$ cat config.mk
export PLATFORM = sky130hd
export DESIGN_NAME = gldp_modsum
export DESIGN_NICKNAME = d
export VERILOG_FILES = /design/src/good_length_count_dp_unit_macros.svh /design/src/gldp_pkg.sv /design/src/gldp_modsum.sv
export SDC_FILE = /design/constraint.sdc
export NUM_CORES = 1
export LEC_CHECK = 0
export BUFFER_PORTS_ARGS = -buffer_cell sky130_fd_sc_hd__buf_2
export CAP_MARGIN = 20
export CORE_ASPECT_RATIO = 0.8
export CORE_UTILIZATION = 36
export DETAILED_ROUTE_END_ITERATION = 10
export MAX_ROUTING_LAYER = met4
export SYNTH_ARGS = -nofsm -noshare
export SYNTH_HDL_FRONTEND = slang
export SYNTH_SLANG_ARGS = --single-unit
$ cat constraint.sdc
create_clock -name vclk -period 7.76
set_clock_uncertainty 0.1 [all_clocks]
set_input_delay 1.164 -clock vclk [all_inputs]
set_output_delay 1.164 -clock vclk [all_outputs]
set_load 0.01 [all_outputs]
$ cat src/good_length_count_dp_unit_macros.svh
// Assertion macros shared by the good length count unit.
`ifndef GOOD_LENGTH_COUNT_DP_UNIT_MACROS_SVH
`define GOOD_LENGTH_COUNT_DP_UNIT_MACROS_SVH

// Same-cycle implication, disabled while reset is asserted.
`define GLDP_ASSERT_NOW(lbl, clk, rstn, ante, cons, msg) \
    lbl: assert property (@(posedge clk) disable iff (!rstn) (ante) |-> (cons)) \
        else $error(msg);

// Next-cycle implication, disabled while reset is asserted.
`define GLDP_ASSERT_NEXT(lbl, clk, rstn, ante, cons, msg) \
    lbl: assert property (@(posedge clk) disable iff (!rstn) (ante) |=> (cons)) \
        else $error(msg);

`endif

$ cat src/gldp_pkg.sv
// Package with constants and types of the good length count unit.
package gldp_pkg;

    localparam int GLDP_MAX_LEN = 4096;
    localparam int GLDP_IN_W    = 13;
    localparam int GLDP_CNT_W   = 30;

    localparam logic [GLDP_CNT_W-1:0] GLDP_MODULUS = GLDP_CNT_W'(1000000007);

    typedef enum logic [1:0] {
        ST_IDLE,
        ST_FILL,
        ST_FINISH,
        ST_DRAIN
    } gldp_state_t;

endpackage

$ cat src/gldp_modsum.sv
// Modular sum of a one-bit base and two reduced table terms.
module gldp_modsum import gldp_pkg::*; (
    input  logic                  base,
    input  logic [GLDP_CNT_W-1:0] term_a,
    input  logic [GLDP_CNT_W-1:0] term_b,
    output logic [GLDP_CNT_W-1:0] sum
);

    logic [GLDP_CNT_W:0] raw;
    logic [GLDP_CNT_W:0] red;

    // Both terms are below the modulus, so one subtraction is enough.
    assign raw = (GLDP_CNT_W+1)'(term_a) + (GLDP_CNT_W+1)'(term_b)
               + (GLDP_CNT_W+1)'(base);
    assign red = raw - (GLDP_CNT_W+1)'(GLDP_MODULUS);
    assign sum = (raw >= (GLDP_CNT_W+1)'(GLDP_MODULUS)) ? red[GLDP_CNT_W-1:0]
                                                        : raw[GLDP_CNT_W-1:0];

endmodule
==> run summary <==
Final Util: 0.439
Max stage delay on crit path: 620 ps
layout cells sized above 1: 0.228
first-pass GRT wire length: 12900 um
WP data arrival: 5480 ps
syn_area_per_cell: 6.96 um2
gr busiest metal: met1
Residual DRC: 0
hold buffer count at CTS: 0
slew margin rel.: 0.428
die footprint: 0.00817 mm2
critical path endpoint category: output port
routed wire length: 7980 um
setup TNS: 0 ps
Final HPWL DP: 6740 um
Tmin final: 6750 ps
vias per cell: 5.74
Ant. Diodes: 0
largest family of logic cells by synthesized area: compound AO/OA/AOI/OAI gates
Lkg Pwr: 0.00145 uW
IO buf count: 91
cells along the critical path: buf_2 -> fa_1 -> fa_1 -> a21o_1 -> a221oi_4 -> o21bai_1 -> o211ai_2 -> nand3_1 -> a31oi_2 -> xor2_1 -> o41ai_1 -> a31oi_4 -> nor4_1 -> xnor2_1 -> buf_2
Post-Synth Simple-Gate Area: 0.284
beginning of the worst hold path: term_b[0]
core area: 0.00750 mm2
DR iter-0 viols: 352
outcome: finished clean
PD cells: 140 mW/mm2
Hold Path Depth: 4
FILL cells: 816
share of the synthesized area in the top cell type: 0.133
post-synthesis mux area share: 0.0151
yosys warns: 0
Max Fanout on Critical Path: 28
Max-Cap Viols: 0
Synth area leaders: ha_1 (13%), xor2_1 (8.7%), a21oi_1 (7.5%)
vias in the first global route: 2794
Hold Crit Class: input pin to output port
met2 Use GR: 0.277
dpl cells: 579
Fin. Hold Viols: 0
hold endpoint: sum[0]
slowest cell on the critical path: o41ai_1
FFs & Latches: 0
die height: 81.1 um
non-filler cells, final: 579
M3 GR Usage: 0.00344
largest net degree at the start of global routing: 29
postcts setup bufs: 0
period utilisation layout: 0.870
Final Slew Violations: 0
sequential area share after synthesis: 0
Starting Density: 0.375
Register Area: 0 um2
count leader, synth: a21oi_1
RSZ-0062 raised after global routing: no
gr usage total: 0.193
Cell Area, Synth: 0.00281 mm2
GR Overflow Total: 0
CP Buf/Inv Count: 2
Final setup viols: 0
Post-synth top cells: a21oi_1 (42), ha_1 (30), nor2_1 (30)
post-synth cell types: 65
WHS: 2760 ps
DRT antenna net count: 0
drt wl/cell: 13.8 um
GP Congestion: 0.893
nets: 569
Vias: 3322
met1 Usage GRT: 0.310
total placed instance area: 0.00329 mm2
CP top delay family: compound AO/OA/AOI/OAI gates
clk_buf instances: 0
antenna violations before repair: 0
post-cts resize count: 0
First-pass DRT Iterations: 5
Area Growth Syn to Fin: 17.0%
Worst EP required: 6500 ps
# rows: 28
Worst Tran Pin Value: 853 ps
Achievable Freq: 148 MHz
Synth Area in Compound Gates: 0.351
# IOs: 91
worst vdd ir: 0.0000426 V
startpoint types: input pin
critical path class: input pin to output port
Yosys top cell by area: ha_1
Post-Synth Adder-Cell Area: 0.148
final instance area: 0.00329 mm2
Die Wd: 101 um
Mapped Cells: 404
syn nets: 497
xor-xnor portion of the synthesized cell area: 0.159
## kinds of logic after synthesis
logic type	count (synthesis)
xor+xnor	51
mux	4
compound gates	140
simple gates	152
buf+inv	25
fa+ha+maj	32
## layout make-up
cell class / instances / area [um2] / area share
multi-input combinational: 379 / 2690 / 0.817
inverter: 4 / 15.0 / 0.00456
timing repair buffer: 91 / 455 / 0.138
tap: 105 / 131 / 0.0399
## report_power, final
group	leakage (uW)	switching, uW	internal, uW
Clock	0	0	0
Sequential	0	0	0
Combinational	0.00145	274	187
Total	0.00145	274	187
## worst max-delay path by stage
stage / startpoint / to / slack [ps] / depth (start not counted)
6_report: base / sum[29] / 1010 / 15
5_1_grt: base / sum[5] / 700 / 15
4_1_cts: base / sum[29] / 1050 / 15
3_5_place_dp: base / sum[29] / 1060 / 15
3_3_place_gp: base / sum[29] / 1170 / 15
2_1_floorplan: base / sum[13] / 1730 / 14
## metrics by stage
step	setup WS, ps	power, uW
floorplan	1730	328
global placement	1170	453
detailed placement	1060	458
CTS	1050	459
global route	701	509
finish	1010	461
## cells in the final DEF (no fill, tap or decap), types with 8 or more instances in the layout
master	count
o21ai_0	22
nand3_1	16
xnor2_1	23
a211oi_1	9
xor2_1	28
nor2_1	30
nand4_1	13
nor3_1	17
a21oi_1	42
a21o_1	12
ha_1	30
and3_1	8
buf_2	91
nand2_1	29
## layer usage
layer | up-vias | wire length [um]
met5 | - | 0
met4 | 0 | 19
met3 | 4 | 503
met2 | 128 | 3180
met1 | 1506 | 4280
li1 | 1684 | -
(Power assumes the default switching activity.)
